==> src/design/slxfp_pkg.sv <==
// Shared types and constants for the sync/id/length/payload/XOR frame parser.
package slxfp_pkg;

  localparam int BYTE_W   = 8;
  localparam int STATUS_W = 2;
  localparam int SPEED_W  = 2 * BYTE_W;
  localparam int CFG_IDX_W = 1;

  localparam logic [STATUS_W-1:0] ST_OK       = 2'd0;
  localparam logic [STATUS_W-1:0] ST_MISMATCH = 2'd1;
  localparam logic [STATUS_W-1:0] ST_INCOMPL  = 2'd2;
  localparam logic [STATUS_W-1:0] ST_INVALID  = 2'd3;

  localparam logic [CFG_IDX_W-1:0] CFG_SYNC_VALUE     = 1'b0;
  localparam logic [CFG_IDX_W-1:0] CFG_SPEED_FRAME_ID = 1'b1;

  localparam logic [BYTE_W-1:0] SYNC_VALUE_RST     = 8'hAA;
  localparam logic [BYTE_W-1:0] SPEED_FRAME_ID_RST = 8'h01;
  localparam logic [BYTE_W-1:0] MIN_SPEED_LENGTH   = 8'd2;

  typedef struct packed {
    logic [STATUS_W-1:0] status;
    logic [BYTE_W-1:0]   frame_id;
    logic [BYTE_W-1:0]   payload_length;
    logic                speed_valid;
    logic [SPEED_W-1:0]  speed_value;
  } result_t;

endpackage

==> src/design/sync_length_xor_frame_parser.sv <==
// Frame parser top level: sync, id, length, payload and XOR check byte.
// One received byte is taken per clock while item_stall is low. The parser
// state is updated in the cycle the byte is accepted and any report (ok,
// checksum mismatch, incomplete or invalid start) is registered for output.
// Throughput is one byte per cycle as long as the result side keeps up; a
// single skid entry behind the result register absorbs one stalled report,
// and byte intake pauses only while that entry is occupied. Bytes between a
// check byte and the next chunk start are dropped. Configuration writes are
// always taken (cfg_ready is tied high) and are meant for idle periods.
module sync_length_xor_frame_parser (
  input  logic                            clk,
  input  logic                            rst,
  input  logic                            item_valid,
  output logic                            item_stall,
  input  logic [slxfp_pkg::BYTE_W-1:0]    byte_value,
  input  logic                            chunk_start,
  input  logic                            chunk_end,
  output logic                            result_valid,
  input  logic                            result_stall,
  output logic [slxfp_pkg::STATUS_W-1:0]  status,
  output logic [slxfp_pkg::BYTE_W-1:0]    frame_id,
  output logic [slxfp_pkg::BYTE_W-1:0]    payload_length,
  output logic                            speed_valid,
  output logic [slxfp_pkg::SPEED_W-1:0]   speed_value,
  input  logic                            cfg_valid,
  output logic                            cfg_ready,
  input  logic [slxfp_pkg::CFG_IDX_W-1:0] cfg_index,
  input  logic [slxfp_pkg::BYTE_W-1:0]    cfg_data
);
  import slxfp_pkg::*;

  typedef enum logic [2:0] {
    PH_IDLE,
    PH_ID,
    PH_LEN,
    PH_PAYLOAD,
    PH_CHECK,
    PH_DONE,
    PH_BAD
  } phase_t;

  phase_t            phase, phase_next;
  logic [BYTE_W-1:0] running_xor, running_xor_next;
  logic [BYTE_W-1:0] payload_remaining, payload_remaining_next;
  logic [BYTE_W-1:0] held_id, held_id_next;
  logic [BYTE_W-1:0] held_length, held_length_next;
  logic [BYTE_W-1:0] speed_high, speed_high_next;
  logic [BYTE_W-1:0] speed_low, speed_low_next;
  logic [BYTE_W-1:0] sync_value;
  logic [BYTE_W-1:0] speed_frame_id;
  logic [BYTE_W-1:0] payload_pos;

  logic    item_accept;
  logic    res_fire;
  logic    end_check;
  logic    check_ok;
  result_t res;
  result_t out_r;
  result_t skid_r;
  logic    skid_valid;
  logic    out_free;

  assign item_accept = item_valid && !item_stall;
  assign item_stall  = skid_valid;
  assign cfg_ready   = 1'b1;
  assign payload_pos = held_length - payload_remaining;
  assign check_ok    = (byte_value == running_xor);

  always_comb begin
    phase_next             = phase;
    running_xor_next       = running_xor;
    payload_remaining_next = payload_remaining;
    held_id_next           = held_id;
    held_length_next       = held_length;
    speed_high_next        = speed_high;
    speed_low_next         = speed_low;
    res_fire               = 1'b0;
    end_check              = 1'b0;
    res                    = '0;
    res.status             = ST_OK;

    if (chunk_start) begin
      running_xor_next       = '0;
      payload_remaining_next = '0;
      held_id_next           = '0;
      held_length_next       = '0;
      speed_high_next        = '0;
      speed_low_next         = '0;
      end_check              = 1'b1;
      if (byte_value == sync_value) begin
        running_xor_next = byte_value;
        phase_next       = PH_ID;
      end else begin
        phase_next = PH_BAD;
      end
    end else begin
      unique case (phase)
        PH_BAD: begin
          if (chunk_end) begin
            phase_next = PH_IDLE;
            res_fire   = 1'b1;
            res.status = ST_INVALID;
          end
        end
        PH_ID: begin
          held_id_next     = byte_value;
          running_xor_next = running_xor ^ byte_value;
          phase_next       = PH_LEN;
          end_check        = 1'b1;
        end
        PH_LEN: begin
          held_length_next       = byte_value;
          payload_remaining_next = byte_value;
          running_xor_next       = running_xor ^ byte_value;
          phase_next             = (byte_value != '0) ? PH_PAYLOAD : PH_CHECK;
          end_check              = 1'b1;
        end
        PH_PAYLOAD: begin
          if (payload_pos == BYTE_W'(0)) begin
            speed_high_next = byte_value;
          end else if (payload_pos == BYTE_W'(1)) begin
            speed_low_next = byte_value;
          end
          running_xor_next       = running_xor ^ byte_value;
          payload_remaining_next = payload_remaining - BYTE_W'(1);
          if (payload_remaining == BYTE_W'(1)) begin
            phase_next = PH_CHECK;
          end
          end_check = 1'b1;
        end
        PH_CHECK: begin
          phase_next         = PH_DONE;
          res_fire           = 1'b1;
          res.status         = check_ok ? ST_OK : ST_MISMATCH;
          res.frame_id       = held_id;
          res.payload_length = held_length;
          res.speed_valid    = check_ok && (held_id == speed_frame_id) &&
                               (held_length >= MIN_SPEED_LENGTH);
          res.speed_value    = res.speed_valid ? {speed_high, speed_low} : '0;
        end
        PH_IDLE, PH_DONE: begin
        end
        default: begin
        end
      endcase
    end

    // chunk ended before the check byte: incomplete, or invalid on a bad sync byte
    if (end_check && chunk_end) begin
      res_fire   = 1'b1;
      phase_next = PH_IDLE;
      if (!chunk_start || byte_value == sync_value) begin
        res.status         = ST_INCOMPL;
        res.frame_id       = held_id_next;
        res.payload_length = held_length_next;
      end else begin
        res.status = ST_INVALID;
      end
    end
  end

  always_ff @(posedge clk) begin
    if (rst) begin
      phase          <= PH_IDLE;
      sync_value     <= SYNC_VALUE_RST;
      speed_frame_id <= SPEED_FRAME_ID_RST;
    end else begin
      if (item_accept) begin
        phase <= phase_next;
      end
      if (cfg_valid && cfg_ready) begin
        unique case (cfg_index)
          CFG_SYNC_VALUE:     sync_value     <= cfg_data;
          CFG_SPEED_FRAME_ID: speed_frame_id <= cfg_data;
          default: begin
          end
        endcase
      end
    end
  end

  always_ff @(posedge clk) begin
    if (rst) begin
      running_xor       <= '0;
      payload_remaining <= '0;
      held_id           <= '0;
      held_length       <= '0;
      speed_high        <= '0;
      speed_low         <= '0;
    end else if (item_accept) begin
      running_xor       <= running_xor_next;
      payload_remaining <= payload_remaining_next;
      held_id           <= held_id_next;
      held_length       <= held_length_next;
      speed_high        <= speed_high_next;
      speed_low         <= speed_low_next;
    end
  end

  // result register with one skid entry behind it
  assign out_free = !result_valid || !result_stall;

  always_ff @(posedge clk) begin
    if (rst) begin
      result_valid <= 1'b0;
      skid_valid   <= 1'b0;
    end else if (out_free) begin
      if (skid_valid) begin
        result_valid <= 1'b1;
        skid_valid   <= 1'b0;
      end else begin
        result_valid <= item_accept && res_fire;
      end
    end else if (item_accept && res_fire) begin
      skid_valid <= 1'b1;
    end
  end

  always_ff @(posedge clk) begin
    if (out_free) begin
      out_r <= skid_valid ? skid_r : res;
    end else if (item_accept && res_fire) begin
      skid_r <= res;
    end
  end

  assign status         = out_r.status;
  assign frame_id       = out_r.frame_id;
  assign payload_length = out_r.payload_length;
  assign speed_valid    = out_r.speed_valid;
  assign speed_value    = out_r.speed_value;

endmodule

==> config.mk <==
export PLATFORM = sky130hd
export DESIGN_NAME = sync_length_xor_frame_parser
export DESIGN_NICKNAME = d
export VERILOG_FILES = /design/src/design/slxfp_pkg.sv /design/src/design/sync_length_xor_frame_parser.sv
export SDC_FILE = /design/constraint.sdc
export NUM_CORES = 1
export LEC_CHECK = 0
export BUFFER_PORTS_ARGS = -buffer_cell sky130_fd_sc_hd__buf_2
export CAP_MARGIN = 20
export CORE_ASPECT_RATIO = 1.1
export CORE_MARGIN = 5
export CORE_UTILIZATION = 52
export CTS_CLUSTER_SIZE = 30
export DETAILED_ROUTE_END_ITERATION = 12
export PLACE_DENSITY = 0.75
export SLEW_MARGIN = 25
export SYNTH_ARGS = -nofsm -noshare
export SYNTH_HDL_FRONTEND = slang
export SYNTH_SLANG_ARGS = --single-unit
export TNS_END_PERCENT = 5
==> constraint.sdc <==
create_clock -name clk -period 6.8 [get_ports clk]
set_clock_uncertainty 0.15 [all_clocks]
set_input_delay 0.68 -clock clk [delete_from_list [all_inputs] [get_ports clk]]
set_output_delay 0.68 -clock clk [all_outputs]
set_load 0.01 [all_outputs]
==> run metrics, run 1 <==
Worst setup startpoint phase[1]$_SDFFE_PP0P_; crit path max fanout 15; hold_sp speed_low[6]$_SDFFE_PP0P_; hold_ws 0.307 ns; P&R area growth vs syn 14.7%; required time worst endpoint 6.95 ns; Pleak 2.99 nW; total grt overflow 0; DRC 0; Top FF cell, synth edfxtp_1; Rel. slew slack between 30% and 40%; worst endpoint data arrival time 3.19 ns; fin. max-slew vios 0; EDFF count, synth 70; PostCTS Resize Cnt 0; Post-Syn Area per Cell around 10 µm²; Diodes inserted 0; vias between 5000 and 6000; vias in the first global route 4853; Syn. warnings 0; Clock Tree Root clkbuf_16; CTS clk-pin slew, worst paths ~0.060 ns; DR iter-0 viols 466; WL per Instance around 18 µm; fillcell total 1051; Tmin final 3.05 ns; CTS tree built; Syn Nets 680; CTS Sinks 139; Max Cap Violations 0; fin crit share 44.8%; Die W 118 µm; Final TNS setup 0 ns; initial core utilization a little over half; Crit Reg-Reg Startpoint phase[1]$_SDFFE_PP0P_; Distinct cells, synth 61; DRT Pass-1 Iters 5; WS Path Type register to register; fraction of layout cells with a size suffix above 1 a little over a fifth; final wirelength about 15000 µm; hold_buf cts 0; VDD IR max 0.243 mV; hold crit path type register to register; Final Wtd Congestion 0.930; FF+latch count, synth 139; area of the mapped netlist 6660 µm²; Post-Synthesis Cells 646; postcts setup bufs 0; H-tree depth 4; core area 12600 µm²; status finished clean; pwr/cell area approximately 260 nW/µm²; Tot GR Track Use 20.2%; Worst Setup End Kind register; Tot Pwr just under 0.002 W; crit-path cells nand2b_1 > nor2_1 > o221ai_1 > or4_1 > mux2i_1; Num CTS Buffers 17; CP peak stage delay a little under 0.8 ns; hpwl dp slightly above 10000 µm; num rows between 40 and 50; final-report setup violation count 0; Startpoint Class register; # port buffers 60; Fmax 0.328 GHz; ANT nets after route 0; # nets final approximately 730; full die area 15200 µm²; Die Y 129 µm; first-pass GRT wire length around 24000 µm; CP max-delay cell or4_1; sequential-to-total area share from yosys stat about 52%; Fin. Hold Viols 0; I/O pins 62; vias per inst 5.95; largest net degree at the start of global routing 57; RSZ-0062 raised after global routing false; r2r setup slk 3.75 ns; Async SR Flop Fraction 0%; antenna violations before repair 0; worst skew pair latency 0.43 ns; Bufs on Longest Clock Path 2; Worst Max-Slew Pin Slew 0.992 ns
==> worst max-delay path: cells and delay by family (launching register included) <==
kind | cells | cell delay (ns)
AND/OR/NAND/NOR | 3 | 1.68
AO/OA/AOI/OAI | 1 | 0.29
flip-flops | 1 | 0.60
multiplexers | 1 | 0.20
==> metrics by stage <==
| stage | utilization (%) | setup WS, ns | instance area (µm²) | instances |
|---|---|---|---|---|
| 6_report | 60.7 | 3.75 | 7640 | 862 |
| 5_1_grt | 60.7 | 3.61 | 7640 | 862 |
| 4_1_cts | 60.6 | 3.82 | 7630 | 862 |
| 3_5_place_dp | 55.9 | 3.82 | 7040 | 830 |
| 3_3_place_gp | 55.8 | 3.82 | 7030 | 830 |
| 2_1_floorplan | - | 1.15 | 6660 | 646 |
==> layout make-up <==
cell class | count | area [µm²] | share of cell area, %
Clock inverter | 7 | 48.8 | 0.639
Tap cell | 157 | 196 | 2.57
Timing Repair Buffer | 65 | 338 | 4.42
Clock buffer | 25 | 548 | 7.17
Sequential cell | 139 | 3480 | 45.6
Inverter | 23 | 86.3 | 1.13
Multi-Input combinational cell | 446 | 2940 | 38.5
==> per-layer routing <==
layer	part of all wire, %	track usage, %	up-vias
li1	-	-	2420
met1	42	24.9	2469
met2	49	34.2	208
met3	7.4	5.93	34
met4	2.0	7.29	0
met5	0	0	-
==> power breakdown <==
group | internal [W] | switching, W | total, W | leakage (nW)
Clock | 0.000559 | 0.000351 | 0.000910 | 0.292
Combinational | 0.0000547 | 0.0000987 | 0.000153 | 1.43
Sequential | 0.000897 | 0.0000149 | 0.000912 | 1.27
==> logic make-up (layout without fill, tap and decap cells) <==
kind of cell	Yosys count	in the layout	share of synthesized area, %
AND/OR/NAND/NOR	224	224	16.7
flip-flops	139	139	52.3
AO/OA/AOI/OAI	131	131	12.9
buffers and inverters	61	120	3.91
multiplexers	52	52	8.47
XOR/XNOR	28	28	3.68
adder cells (fa/ha/maj)	10	10	1.99
other	1	1	0.0563
==> final timing paths <==
check                                                  to  cells after the start
worst min-delay path            speed_low[6]$_SDFFE_PP0P_                      2
worst min register to register  speed_low[6]$_SDFFE_PP0P_                      2
worst max register to register  speed_low[7]$_SDFFE_PP0P_                      5
worst max-delay path            speed_low[7]$_SDFFE_PP0P_                      5
==> flip-flops by register name, summed over array words and instances, names as in the netlist, 2 cells and up <==
signal,cells
phase,3
held_length,8
skid_r,35
status,2
payload_remaining,8
speed_frame_id,8
held_id,8
speed_value,16
speed_high,8
sync_value,8
running_xor,8
speed_low,8
frame_id,8
payload_length,8
==> cells in the mapped netlist, drive strengths merged (2+ instances only) <==
master   count  area [µm²]
edfxtp      70        2100
dfxtp       69        1380
nand2       65         244
nor2        63         236
a21oi       42         210
mux2        35         394
clkbuf      31         116
o21ai       29         145
inv         23        86.3
and2        17         126
mux2i       17         170
xor2        17         149
a22o        15         131
a22oi       15         113
nor4        15         115
nor3        13        70.1
nand3       12        60.1
nand2b      11        68.8
xnor2       11        96.3
nor2b       10        62.6
ha           9         113
buf          7        57.5
a211oi       5        37.5
nand3b       5        37.5
or4          5        37.5
nor3b        3        22.5
o2111ai      3        26.3
a311oi       2        17.5
a32oi        2        17.5
or3          2        12.5
==> layout by cell type, fill, tap and decap left out, types with 3 or more instances in the layout <==
cell	Yosys	routed
a211oi_1	5	5
a21oi_1	42	41
a22o_1	15	15
a22oi_1	15	15
and2_1	9	9
and2_4	8	8
buf_2	1	60
buf_4	2	5
clkbuf_16	0	19
clkbuf_8	0	5
dfxtp_1	69	69
edfxtp_1	70	70
ha_1	9	9
inv_1	23	23
mux2_2	35	35
mux2i_1	17	17
nand2_1	65	65
nand2b_1	11	11
nand3_1	12	12
nand3b_1	5	5
nor2_1	63	63
nor2b_1	10	10
nor3_1	12	12
nor3b_1	3	3
nor4_1	13	10
nor4_2	1	4
o2111ai_1	3	3
o21ai_0	24	24
o21ai_1	5	5
or4_1	5	5
xnor2_1	11	11
xor2_1	17	17
Power figures use the tool's default switching activity.
==> run 2, diff against run 1 <==
--- a/config.mk
+++ b/config.mk
@@ -12,7 +12,7 @@
 export CORE_UTILIZATION = 52
 export CTS_CLUSTER_SIZE = 30
 export DETAILED_ROUTE_END_ITERATION = 12
-export PLACE_DENSITY = 0.75
+export PLACE_DENSITY = 0.78
 export SLEW_MARGIN = 25
 export SYNTH_ARGS = -nofsm -noshare
 export SYNTH_HDL_FRONTEND = slang
==> constraint.sdc (replaced) <==
create_clock -name clk -period 2.6 [get_ports clk]
set_clock_uncertainty 0.15 [all_clocks]
set_input_delay 0.26 -clock clk [delete_from_list [all_inputs] [get_ports clk]]
set_output_delay 0.26 -clock clk [all_outputs]
set_load 0.01 [all_outputs]
==> run 2 against run 1 <==
Net effect: count of clock-buffer cells in the layout fell by 5; power rose to 2.8 times the previous value; routed wire length rose by 4.0%; critical path depth rose by 2; sequential share of layout area fell by 2.8 points; global-route usage rose by 1.1 points; sequential power rose to 2.6 times the previous value; combinational power rose to 3.1 times the previous value; via count rose by 2.6%; sequential cell count did not move; non-clock buffer count rose by 36; critical path type unchanged; largest cell class unchanged; largest power group is now the clock network.
==> run metrics, run 2 (synthesis gave the netlist of run 1 again) <==
first-pass GRT wire length 26100 µm (+7.4%); DRC 0 (unchanged); routed length on met3 1120 µm (-0.71%); num rows 43 (unchanged); required time worst endpoint 2.62 ns (-4.33 ns); fin area 8140 µm² (+6.5%); initial core utilization 52.9% (unchanged); Die Y 129 µm (unchanged); Max Cap Violations 0 (unchanged); VDD IR max 0.784 mV (+220%); Worst Setup End Kind register; worst endpoint data arrival time 2.58 ns (-0.61 ns); RSZ-0062 raised after global routing true; Num CTS Buffers 17 (unchanged); DRT Pass-1 Iters 5 (unchanged); CTS tree built; Tmin final 2.57 ns (-0.481 ns); final wirelength 15900 µm (+4.0%); CTS clk-pin slew, worst paths 0.06 ns (about the same); antenna violations before repair 0 (unchanged); hold crit path type input pin to register; CTS Sinks 139 (unchanged); Buf/Inv on CP 2 (+2); Clock Tree Root clkbuf_16; max FFs per register 35 (unchanged); largest net degree at the start of global routing 47 (-18%); # nets final 762 (+5.0%); Final Wtd Congestion 0.884 (-4.9%); Rel. slew slack 32.6% (-0.84 points); fraction of layout cells with a size suffix above 1 25.0% (+4.1 points); CP max-delay cell or4_1; ANT nets after route 0 (unchanged); Bufs on Longest Clock Path 2 (unchanged); status finished clean; CP peak stage delay 0.56 ns (-0.23 ns); core area 12600 µm² (unchanged); WL per Instance 17.7 µm (-0.19%); wire length on met2 7890 µm (+6.1%); P&R area growth vs syn 22.2%; final-report setup violation count 0 (unchanged); Worst Max-Slew Pin Slew 1.00 ns (+0.0126 ns); worst skew pair latency 0.42 ns (about the same); critical path's top delay family simple AND/OR/NAND/NOR gates; Top reg by flops skid_r; total grt overflow 0 (unchanged); Diodes inserted 0 (unchanged); # port buffers 60 (unchanged); Fmax 0.390 GHz (+19%); Startpoint Class register; Die W 118 µm (unchanged); fin crit share 98.7% (+54 points); sum of routed wire segments on met1 6520 µm (+2.1%); vias per inst 5.86 (-1.5%); fin. max-slew vios 0 (unchanged); Fin. Hold Viols 0 (unchanged); hpwl dp 10800 µm (+5.8%); vias in the first global route 5233 (+7.8%); Pleak 3.21 nW (+7.6%); pre-CTS setup slack -0.0467 ns (-3.86 ns); WS Path Type register to register; full die area 15200 µm² (unchanged); crit-path cells or4_1 > o41ai_1 > buf_4 > nor4_2 > buf_12 > and2_1 > mux2_2; commonest non-fill, non-tap cells in the layout 70 x edfxtp_1, 67 x dfxtp_1, 64 x nand2_1, 63 x nor2_1, 60 x buf_2; final setup margin 0.0339 ns (-3.72 ns); pwr/cell area 679 nW/µm² (+160%); I/O pins 62 (unchanged); DR iter-0 viols 363 (-22%); Placed Area 7310 µm² (+3.9%); crit path max fanout 18 (+3); commonest non-fill, non-tap cell in the layout edfxtp_1; H-tree depth 4 (unchanged); vias 5265 (+2.6%); Tot GR Track Use 21.3% (+1.1 points); Top Metal Used met4
## run 2: where the power goes
group          internal [W]  total (W)  switching [W]
Combinational      0.000193   0.000476       0.000283
Clock               0.00179    0.00267       0.000881
Sequential          0.00235    0.00238      0.0000327
## run 2: final timing paths
path         slack (ns)                           to  cells after the start                        start
max                0.03     speed_value[3]$_DFFE_PP_                      7  held_length[3]$_SDFFE_PP0P_
min                0.04  running_xor[2]$_SDFFE_PP0P_                      3                byte_value[2]
max reg2reg        0.03     speed_value[3]$_DFFE_PP_                      7  held_length[3]$_SDFFE_PP0P_
min reg2reg        0.31   speed_high[2]$_SDFFE_PP0P_                      2   speed_high[2]$_SDFFE_PP0P_
## run 2: cell type report
type | instances | area (µm²)
clock buffer | 20 | 437
sequential | 139 | 3490
inverter | 23 | 86.3
multi-input combinational | 446 | 3040
fill | 994 | 4450
timing repair buffer | 101 | 678
clock inverter | 12 | 220
tap | 157 | 196
## run 2: per-stage QoR
stage	power, W	hold WS (ns)	TNS [ns]	std cells	util [%]
finish	0.00553	0.0363	0	898	64.7
global route	0.00573	0.0411	-2.14	898	64.7
CTS	0.00556	0.0178	0	899	64.3
detailed placement	0.00287	0.298	-0.294	859	58.1
global placement	0.00285	0.296	0	859	58.1
floorplan	0.00271	0.231	0	646	-
## run 2: what timing repair did
| action | CTS | global route |
|---|---|---|
| buffers inserted | 0 | 0 |
| gates resized for setup | 7 | 10 |
| pin swaps | 3 | 2 |
| endpoints found under the hold margin | 15 | 0 |
| setup endpoints to repair | 8 | 32 |
| cloned | 0 | 0 |
| hold buffers | 8 | 0 |
## run 2: metal layers
layer | vias up | global-route usage, %
li1 | 2493 | -
met1 | 2543 | 27.0
met2 | 202 | 35.7
met3 | 27 | 5.49
met4 | 0 | 7.83
met5 | - | 0
## run 2: worst register-to-register path, delay by kind of cell (launching register included)
family / cells / cell delay (ns)
buf+inv: 2 / 0.36
simple gates: 3 / 0.81
flops: 1 / 0.36
compound gates: 1 / 0.38
mux: 1 / 0.27
